### src/sv/crast_pkg.sv
// Shared types and constants of the circle rasterizer.
`default_nettype none
package crast_pkg;

	localparam int CENTER_W   = 12;
	localparam int RADIUS_W   = 11;
	localparam int OFFSET_W   = 12;
	localparam int DECISION_W = 14;
	localparam int OUT_W      = 14;
	localparam int PADDR_W    = 3;
	localparam int PDATA_W    = 32;

	// Input item opcodes.
	localparam logic OP_START = 1'b0;
	localparam logic OP_STEP  = 1'b1;

	// Register index as decoded from paddr[2].
	localparam logic REG_FILL_MODE = 1'b0;

	// One iteration handed from the front end to the emitter.
	typedef struct packed {
		logic [CENTER_W-1:0] cx;
		logic [CENTER_W-1:0] cy;
		logic [OFFSET_W-1:0] ox;
		logic [OFFSET_W-1:0] oy;
		logic                fill;
		logic                done;
	} job_t;

endpackage
`default_nettype wire

### src/sv/crast_front.sv
// Front end: takes start and step items, runs the Andres iteration, issues jobs.
`default_nettype none
module crast_front #(
	parameter int COORD_WIDTH = 12
) (
	input  wire                                 clk,
	input  wire                                 arst_n,
	input  wire                                 accept,
	input  wire                                 op,
	input  wire  [crast_pkg::CENTER_W-1:0]      center_x,
	input  wire  [crast_pkg::CENTER_W-1:0]      center_y,
	input  wire  [crast_pkg::RADIUS_W-1:0]      radius,
	input  wire                                 fill_mode,
	output logic                                job_valid,
	output crast_pkg::job_t                     job
);

	localparam logic [crast_pkg::CENTER_W-1:0] CENTER_MASK =
		(COORD_WIDTH >= crast_pkg::CENTER_W) ? {crast_pkg::CENTER_W{1'b1}} :
		crast_pkg::CENTER_W'((1 << COORD_WIDTH) - 1);

	logic [crast_pkg::CENTER_W-1:0]   cx_q, cy_q;
	logic [crast_pkg::RADIUS_W-1:0]   rad_q;
	logic [crast_pkg::OFFSET_W-1:0]   ox_q, oy_q;
	logic [crast_pkg::DECISION_W-1:0] dec_q;
	logic                             busy_q;

	logic signed [15:0] d_w, ox_w, oy_w, rad_w;
	logic signed [15:0] d_next, ox_next, oy_next;
	logic               done;
	logic               is_step;

	always_comb begin
		d_w   = 16'($signed(dec_q));
		ox_w  = $signed({4'b0, ox_q});
		oy_w  = $signed({4'b0, oy_q});
		rad_w = $signed({5'b0, rad_q});
		if (d_w >= (ox_w <<< 1)) begin
			d_next  = d_w - (ox_w <<< 1) - 16'sd1;
			ox_next = ox_w + 16'sd1;
			oy_next = oy_w;
		end else if (d_w < ((rad_w - oy_w) <<< 1)) begin
			d_next  = d_w + (oy_w <<< 1) - 16'sd1;
			ox_next = ox_w;
			oy_next = oy_w - 16'sd1;
		end else begin
			d_next  = d_w + ((oy_w - ox_w - 16'sd1) <<< 1);
			ox_next = ox_w + 16'sd1;
			oy_next = oy_w - 16'sd1;
		end
		done = oy_next < ox_next;
	end

	assign is_step   = accept && (op == crast_pkg::OP_STEP);
	assign job_valid = is_step && busy_q;

	always_comb begin
		job.cx   = cx_q;
		job.cy   = cy_q;
		job.ox   = ox_q;
		job.oy   = oy_q;
		job.fill = fill_mode;
		job.done = done;
	end

	always_ff @(posedge clk or negedge arst_n) begin
		if (!arst_n) begin
			cx_q   <= '0;
			cy_q   <= '0;
			rad_q  <= '0;
			ox_q   <= '0;
			oy_q   <= '0;
			dec_q  <= '0;
			busy_q <= 1'b0;
		end else if (accept && (op == crast_pkg::OP_START)) begin
			cx_q   <= center_x & CENTER_MASK;
			cy_q   <= center_y & CENTER_MASK;
			rad_q  <= radius;
			ox_q   <= '0;
			oy_q   <= {1'b0, radius};
			dec_q  <= crast_pkg::DECISION_W'({3'b0, radius}) - 14'd1;
			busy_q <= 1'b1;
		end else if (job_valid) begin
			ox_q  <= ox_next[crast_pkg::OFFSET_W-1:0];
			oy_q  <= oy_next[crast_pkg::OFFSET_W-1:0];
			dec_q <= d_next[crast_pkg::DECISION_W-1:0];
			// drop the circle once the row offset falls below the column offset
			if (done) begin
				busy_q <= 1'b0;
			end
		end
	end

endmodule
`default_nettype wire

### src/sv/crast_queue.sv
// Two-entry job queue between the front end and the emitter.
`default_nettype none
module crast_queue (
	input  wire              clk,
	input  wire              arst_n,
	input  wire              push,
	input  crast_pkg::job_t  push_data,
	input  wire              pop,
	output crast_pkg::job_t  pop_data,
	output logic             full,
	output logic             valid
);

	crast_pkg::job_t entry_q [2];
	logic            wr_ptr_q, rd_ptr_q;
	logic [1:0]      count_q;

	assign full     = (count_q == 2'd2);
	assign valid    = (count_q != 2'd0);
	assign pop_data = entry_q[rd_ptr_q];

	always_ff @(posedge clk) begin
		if (push) begin
			entry_q[wr_ptr_q] <= push_data;
		end
	end

	always_ff @(posedge clk or negedge arst_n) begin
		if (!arst_n) begin
			wr_ptr_q <= 1'b0;
			rd_ptr_q <= 1'b0;
			count_q  <= 2'd0;
		end else begin
			if (push) begin
				wr_ptr_q <= ~wr_ptr_q;
			end
			if (pop) begin
				rd_ptr_q <= ~rd_ptr_q;
			end
			case ({push, pop})
				2'b10:   count_q <= count_q + 2'd1;
				2'b01:   count_q <= count_q - 2'd1;
				default: count_q <= count_q;
			endcase
		end
	end

endmodule
`default_nettype wire

### src/sv/crast_back.sv
// Emitter: expands one job into eight points or four spans, one item per cycle while pop keeps the result port free.
`default_nettype none
module crast_back (
	input  wire                                  clk,
	input  wire                                  arst_n,
	input  wire                                  q_valid,
	input  crast_pkg::job_t                      q_data,
	output logic                                 q_pop,
	input  wire                                  pop,
	output logic                                 empty,
	output logic signed [crast_pkg::OUT_W-1:0]   x_start,
	output logic signed [crast_pkg::OUT_W-1:0]   x_end,
	output logic signed [crast_pkg::OUT_W-1:0]   row,
	output logic                                 last_of_step,
	output logic                                 finished
);

	crast_pkg::job_t cur_q;
	logic            cur_valid_q;
	logic [2:0]      idx_q;
	logic            out_valid_q;

	logic                        out_free, cur_last, advance;
	logic [crast_pkg::OUT_W-1:0] cx, cy, ox, oy, a, b, xs, xe, rw;
	logic                        swap;

	always_comb begin
		cx   = {2'b0, cur_q.cx};
		cy   = {2'b0, cur_q.cy};
		ox   = {2'b0, cur_q.ox};
		oy   = {2'b0, cur_q.oy};
		swap = 1'b0;
		a    = '0;
		b    = '0;
		xs   = '0;
		xe   = '0;
		rw   = '0;
		if (cur_q.fill) begin
			// middle two spans use the column offset as half-width
			swap = idx_q[0] ^ idx_q[1];
			a    = swap ? ox : oy;
			b    = swap ? oy : ox;
			xs   = cx - a;
			xe   = cx + a;
			rw   = idx_q[1] ? cy - b : cy + b;
		end else begin
			a  = idx_q[0] ? oy : ox;
			b  = idx_q[0] ? ox : oy;
			xs = idx_q[1] ? cx - a : cx + a;
			xe = xs;
			rw = idx_q[2] ? cy - b : cy + b;
		end
		cur_last = cur_q.fill ? (idx_q == 3'd3) : (idx_q == 3'd7);
	end

	assign out_free = !out_valid_q || pop;
	assign advance  = out_free && cur_valid_q;
	assign q_pop    = q_valid && (!cur_valid_q || (advance && cur_last));
	assign empty    = !out_valid_q;

	always_ff @(posedge clk) begin
		if (advance) begin
			x_start      <= $signed(xs);
			x_end        <= $signed(xe);
			row          <= $signed(rw);
			last_of_step <= cur_last;
			finished     <= cur_q.done;
		end
		if (q_pop) begin
			cur_q <= q_data;
		end
	end

	always_ff @(posedge clk or negedge arst_n) begin
		if (!arst_n) begin
			cur_valid_q <= 1'b0;
			idx_q       <= '0;
			out_valid_q <= 1'b0;
		end else begin
			if (out_free) begin
				out_valid_q <= cur_valid_q;
			end
			if (q_pop) begin
				cur_valid_q <= 1'b1;
				idx_q       <= '0;
			end else if (advance && cur_last) begin
				cur_valid_q <= 1'b0;
			end else if (advance) begin
				idx_q <= idx_q + 3'd1;
			end
		end
	end

endmodule
`default_nettype wire

### src/sv/circle_rasterizer.sv
// A step item's job passes through the job queue and the emitter's current-job register before
// its first result is registered on the result ports. Throughput: results leave at one per cycle
// while pop keeps the result port free; a step gives 8 (outline) or 4 (fill) of them.
// Start items and idle steps give no results; a two-entry job queue absorbs bursts.
// Reset (arst_n low, asynchronous): no circle active, queue and result port empty,
// fill_mode cleared to outline.
`default_nettype none
module circle_rasterizer #(
	parameter int COORD_WIDTH = 12
) (
	input  wire                                   clk,
	input  wire                                   arst_n,
	input  wire                                   push,
	output logic                                  full,
	input  wire                                   op,
	input  wire  [crast_pkg::CENTER_W-1:0]        center_x,
	input  wire  [crast_pkg::CENTER_W-1:0]        center_y,
	input  wire  [crast_pkg::RADIUS_W-1:0]        radius,
	output logic                                  empty,
	input  wire                                   pop,
	output logic signed [crast_pkg::OUT_W-1:0]    x_start,
	output logic signed [crast_pkg::OUT_W-1:0]    x_end,
	output logic signed [crast_pkg::OUT_W-1:0]    row,
	output logic                                  last_of_step,
	output logic                                  finished,
	input  wire                                   psel,
	input  wire                                   penable,
	input  wire                                   pwrite,
	input  wire  [crast_pkg::PADDR_W-1:0]         paddr,
	input  wire  [crast_pkg::PDATA_W-1:0]         pwdata,
	output logic [crast_pkg::PDATA_W-1:0]         prdata,
	output logic                                  pready
);

	logic            fill_mode_q;
	logic            accept;
	logic            job_valid;
	crast_pkg::job_t job, q_data;
	logic            q_pop, q_valid;

	assign pready = 1'b1;
	assign prdata = (paddr[2] == crast_pkg::REG_FILL_MODE) ?
		{{(crast_pkg::PDATA_W-1){1'b0}}, fill_mode_q} : '0;

	always_ff @(posedge clk or negedge arst_n) begin
		if (!arst_n) begin
			fill_mode_q <= 1'b0;
		end else if (psel && penable && pwrite && pready &&
			(paddr[2] == crast_pkg::REG_FILL_MODE)) begin
			fill_mode_q <= pwdata[0];
		end
	end

	assign accept = push && !full;

	crast_front #(
		.COORD_WIDTH(COORD_WIDTH)
	) u_front (
		.clk       (clk),
		.arst_n    (arst_n),
		.accept    (accept),
		.op        (op),
		.center_x  (center_x),
		.center_y  (center_y),
		.radius    (radius),
		.fill_mode (fill_mode_q),
		.job_valid (job_valid),
		.job       (job)
	);

	crast_queue u_queue (
		.clk       (clk),
		.arst_n    (arst_n),
		.push      (job_valid),
		.push_data (job),
		.pop       (q_pop),
		.pop_data  (q_data),
		.full      (full),
		.valid     (q_valid)
	);

	crast_back u_back (
		.clk          (clk),
		.arst_n       (arst_n),
		.q_valid      (q_valid),
		.q_data       (q_data),
		.q_pop        (q_pop),
		.pop          (pop),
		.empty        (empty),
		.x_start      (x_start),
		.x_end        (x_end),
		.row          (row),
		.last_of_step (last_of_step),
		.finished     (finished)
	);

endmodule
`default_nettype wire

### config.mk
export PLATFORM = sky130hd
export DESIGN_NAME = circle_rasterizer
export DESIGN_NICKNAME = d
export VERILOG_FILES = /design/src/sv/crast_pkg.sv /design/src/sv/crast_front.sv /design/src/sv/crast_queue.sv /design/src/sv/crast_back.sv /design/src/sv/circle_rasterizer.sv
export SDC_FILE = /design/constraint.sdc
export NUM_CORES = 1
export LEC_CHECK = 0
export BUFFER_PORTS_ARGS = -buffer_cell sky130_fd_sc_hd__buf_2
export CAP_MARGIN = 10
export CORE_MARGIN = 2
export CORE_UTILIZATION = 25
export CTS_BUF_LIST = sky130_fd_sc_hd__clkbuf_8
export DETAILED_ROUTE_END_ITERATION = 8
export PLACE_DENSITY = 0.44
export SLEW_MARGIN = 40
export SYNTH_ARGS = -nofsm -noshare
export SYNTH_HDL_FRONTEND = slang
export SYNTH_SLANG_ARGS = --single-unit
### constraint.sdc
create_clock -name clk -period 10 [get_ports clk]
set_clock_uncertainty 0.05 [all_clocks]
set_input_delay 2 -clock clk [delete_from_list [all_inputs] [get_ports clk]]
set_output_delay 2 -clock clk [all_outputs]
set_load 0.01 [all_outputs]
* Yosys cells after proc, flatten, opt, wreduce, memory -nomap -nowiden *
Memories as Yosys holds them, arrays and structs flattened. A register that Yosys moved wholly into a read port is not among the register bits.
Cells that the tools add are included.

operators by class
  reduce and logical (&&, ||, !) cells = 23
  multiplexer cells = 34
  magnitude comparators = 3
  $add $sub $neg = 22
  bitwise logic cells = 5
  equal/unequal tests = 6

operator list
  operator                                                               count
  14-bit two-way mux                                                     10
  12-bit two-way mux                                                     8
  12-bit by 14-bit adder with 14-bit output                              4
  12-bit by 14-bit subtractor with 14-bit output                         4
  16-bit two-way mux                                                     3
  14-bit adder                                                           2
  14-bit by 2-bit subtractor with 14-bit output (second input constant)  2
  16-bit < comparator                                                    1
  14-bit greater-or-equal comparator                                     1
  14-bit < comparator                                                    1
  14-bit subtractor                                                      1
  12-bit by 1-bit adder with 13-bit output (second input constant)       1
  11-bit by 12-bit subtractor with 13-bit output                         1
  12-bit by 1-bit subtractor with 13-bit output (second input constant)  1
  12-bit by 12-bit subtractor with 13-bit output                         1
  13-bit by 2-bit subtractor with 13-bit output (second input constant)  1
  2-bit nonzero test                                                     6
  11-bit by 1-bit subtractor with 12-bit output (second input constant)  1
  1-bit logical AND                                                      10
  1-bit two-way mux                                                      9
  3-bit two-way mux                                                      3
  2-bit == test (second input constant)                                  2
  1-bit inverter                                                         4
  2-bit one-hot mux with 2 select lines                                  1
  11 further kinds                                                       15

storage, ports and cells
  word-level logic and storage cells = 113
  memory bits (writable) = 100
  output and inout port bits = 79
  input bits = 78
  memories = 1
  register bits after elaboration = 128

memories
  memory           depth  bits a word  rd ports  clocked after memory_dff  write ports  line               text
  u_queue.entry_q  2      50           1         1                         1            crast_queue.sv:14  crast_pkg::job_t entry_q [2];

* Logic depth before layout (Yosys ltp) *
  word-level depth = 8
  mapped depth = 32
  gate-level depth less buffers = 30

* Cells and area by module *
From an unflattened synthesis, not the netlist that was laid out.

second synthesis, totals
  cells, all modules = 1986
  area total of the unflattened synthesis = 20188.1 um^2

modules (own cells, without submodules)
  module             cells an instance  area an instance (um^2)  times used  seq. area each (um^2)
  crast_back         851                8369.3                   1           2917.8
  crast_front        924                7463.4                   1           1851.8
  crast_queue        172                4047.6                   1           3103.0
  circle_rasterizer  39                 307.8                    1           25.0

* Worst setup path after synthesis *
Ideal clock, no wire load.

  path type = reg-to-reg
  from = register u_front.oy_q[2] (netlist bit)
  to = register u_front.busy_q
  arrival time = 5.479 ns
  required time = 9.817 ns
  library setup time = 0.133 ns
  path slack = 4.338 ns
  buffers on the path = 2
  stages on the path, launching flop included = 31
  cell sequence = dfrtp_1 -> inv_1 -> ha_1 -> nor2b_1 -> o21ai_0 -> nand2b_1 -> a21o_1 -> a21o_1 -> a21o_1 -> a21o_1 -> a21o_1 -> a211oi_1 -> nor3_1 -> ha_1 -> nor3b_1 -> o211ai_1 -> o31ai_2 -> a21bo_1 -> buf_6 -> and4_1 -> buf_2 -> nand3_1 -> xnor2_1 -> ha_1 -> a21o_1 -> a21o_1 -> a21oi_1 -> nand3_1 -> o21ai_0 -> a21o_1 -> a21oi_2

RTL lines
  what                      line               text
  start: declaration        crast_front.sv:24  logic [crast_pkg::OFFSET_W-1:0] ox_q, oy_q;
  start signal: assignment  crast_front.sv:80  oy_q <= {1'b0, radius};
  start signal: assignment  crast_front.sv:85  oy_q <= oy_next[crast_pkg::OFFSET_W-1:0];
  end signal: assignment    crast_front.sv:74  busy_q <= 1'b0;
  end signal: assignment    crast_front.sv:82  busy_q <= 1'b1;
  end signal: assignment    crast_front.sv:89  busy_q <= 1'b0;
  end: declaration          crast_front.sv:26  logic busy_q;

==> impl_metrics.yaml <==
cts:
  htreeDepth: 2
  clkLatencyLatePin_ps: 650
  cts_root_buffer: "clkbuf_8"
  cts.sinks: 277
  clk_pin_slew_ps: 60
  cts_buffers: 51
  cts_setup_buffers: 0
  cts_hold_buf: 0
  clockBufferDepth: 3
  cts_resized: 0
  cts_tree: "done"
timing:
  finalHoldViolCount: 0
  finalSetupTns_ps: 0
  rsz0062_at_grt: "no"
  worst_slew_margin_rel_pct: 45.9
  setup_viol: 0
  tightest_slew_ps: 811
  fmax_mhz: 146
  hold_slack_ps: 402
  slew_viol_final: 0
  fin_crit_sh_pct: 68.5
  period_needed_ps: 6850
  setup_slack_ps: 3150
place:
  port-buffer-count: 91
  dp_hpwl_mm: 37.4
  place_area_um2: 20500
  dp_slack_ps: 3100
  routabilityCongestion: 0.841
setup_path:
  end_kind: "register"
  crit_path_start_kind: "register"
  worstPathRequired_ps: 10470
  cpMaxStageDelayCell: "dfrtp_1"
  crit_start: "u_front.oy_q[2]"
  reg2reg_depth: 29
  arrival_ps: 7310
  crit_path_max_incr_delay_ps: 560
  worstSetupPathType: "register to register"
  reg2reg_slack_ps: 3150
  path_max_fanout: 23
  cp_common_cell: "a21o_1"
  reg2reg_from: "u_front.oy_q[2]"
  endpoint: "u_front.busy_q"
  reg2reg_to: "u_front.busy_q"
synthesis:
  seq_area_frac_synth_pct: 41.5
  ys_ff_latch: 277
  syn_area_um2: 19000
  synth_fa_ha_area_share_pct: 14.3
  syn_area_per_cell_um2: 10.1
  ys.flop_type: "edfxtp_1"
  yosys_warnings: 0
  synthCells: 1890
  synth-xor-area-share_pct: 6.13
  muxShareOfSynthArea_pct: 6.51
  synth_edf_count: 193
  synthSimpleGateAreaFrac_pct: 10.6
  async_flop_share_pct: 30.3
  synth_top_family_by_area: "compound AO/OA/AOI/OAI gates"
  synth-compound-area-share_pct: 15.1
  synth_cell_types: 76
grt:
  grt_util_all_layers_pct: 12.8
  antenna_found_initial: 1
  gr-total-overflow: 0
  grt_first_pass_wirelength_mm: 78.1
  grt_max_degree: 57
  first_global_vias: 14100
route:
  route.detailed.drc: 0
  antenna_left: 0
  dr.pass1.iters: 5
  dr_total_vias: 13700
  viasPerCell: 4.57
  wl_per_cell_um: 16.7
  drt-total-wl_mm: 50.2
  drt_iter0_drc: 636
floorplanning:
  ios: 157
  initial_core_util_pct: 25.2
  row_count: 101
  fp.dieW_um: 280
  die_y_um: 280
  die_area_um2: 78300
  fp.coreArea_um2: 75600
pwr:
  p_total_uw: 8110
  power_leakage_uw: 0.00912
  ir_worst_vdd_mv: 0.222
  powerDensity_nw_per_um2: 377
run:
  cap_violations: 0
finish:
  drive_above_1_share_pct: 13.8
  syn_to_final_growth_pct: 12.9
  postLayoutCellArea_um2: 21500
  nets: 2271
hold_path:
  hp-class: "register to register"
run_status:
  status: "completed"
## logic make-up after synthesis
group | Yosys count
mux | 114
fa+ha+maj | 209
simple gates | 446
buf+inv | 260
other cells | 2
xor+xnor | 133
flops | 277
compound gates | 449
## power by group
group          switching [uW]  internal (uW)
Combinational            2910           2190
Clock                     503            581
Sequential                263           1660
## worst min-delay path by stage
| stage | slack, ps | cells past startpoint | to | startpoint |
|---|---|---|---|---|
| after detailed placement | 410 | 0 | u_queue.entry_q[0][34] | u_front.cy_q[8] |
| after global routing | 420 | 0 | u_queue.entry_q[1][46] | u_front.cx_q[8] |
| after floorplan | 350 | 0 | u_back.finished | u_back.cur_q[0] |
| after CTS | 380 | 0 | u_queue.entry_q[1][46] | u_front.cx_q[8] |
| after global placement | 400 | 0 | u_queue.entry_q[1][32] | u_front.cy_q[6] |
| final | 400 | 0 | u_queue.entry_q[0][46] | u_front.cx_q[8] |
## through the flow
| stage | std cells | utilization [%] |
|---|---|---|
| floorplan | 1920 | - |
| global placement | 2909 | 27.1 |
| detailed placement | 2909 | 27.1 |
| global route | 3006 | 28.4 |
| finish | 3006 | 28.4 |
| CTS | 3005 | 28.4 |
## final cells by class
class	instances	area, um^2
well taps	978	1220
flip-flops and latches	277	7900
fillers	7935	54100
clock buffers	58	798
diodes	1	2.50
inverters	166	624
multi-input cells	1383	10100
clock inverters	38	214
repair buffers	105	567
## routing by layer
metal	track usage [%]	vias up	wire, um
met3	1.93	91	1740
li1	-	6840	-
met4	4.84	0	1790
met1	16.0	6579	22600
met2	22.3	231	24000
met5	0	-	0
## critical path, delay by kind of cell (launching register included)
family,cells,cell delay (ps)
XOR/XNOR,1,130
adder cells (fa/ha/maj),3,940
flip-flops,1,560
buffers and inverters,2,540
AO/OA/AOI/OAI,16,3210
AND/OR/NAND/NOR,7,1260
## state kept, by name, summed over array words and instances (netlist names), 2 cells and up
signal	cells
u_front.cy_q	12
u_back.cur_q	50
u_queue.count_q	2
u_back.x_start	13
u_queue.entry_q	100
u_back.row	14
u_front.rad_q	11
u_back.x_end	14
u_front.oy_q	12
u_front.cx_q	12
u_back.idx_q	3
u_front.dec_q	14
u_front.ox_q	12
## cell usage after synthesis, types with 36 or more instances
cell	n	area, um^2
nand2_1	176	661
nor3_1	37	185
clkbuf_1	51	191
mux2_2	78	878
ha_1	196	2450
dfrtp_1	84	2100
xor2_1	39	342
xnor2_1	94	823
mux2i_1	36	360
inv_1	165	619
nor2_1	120	450
a21oi_1	138	691
edfxtp_1	193	5800
a21o_1	54	405
o21ai_0	91	455
## cell usage in the layout, fill, tap and decap left out, types with 78 or more instances in the layout
cell	instances
a21oi_1	138
buf_2	90
dfrtp_1	83
edfxtp_1	193
ha_1	196
inv_1	186
mux2_2	78
nand2_1	176
nor2_1	115
o21ai_0	91
xnor2_1	94
Note: power is estimated with default switching activity, not from simulation.
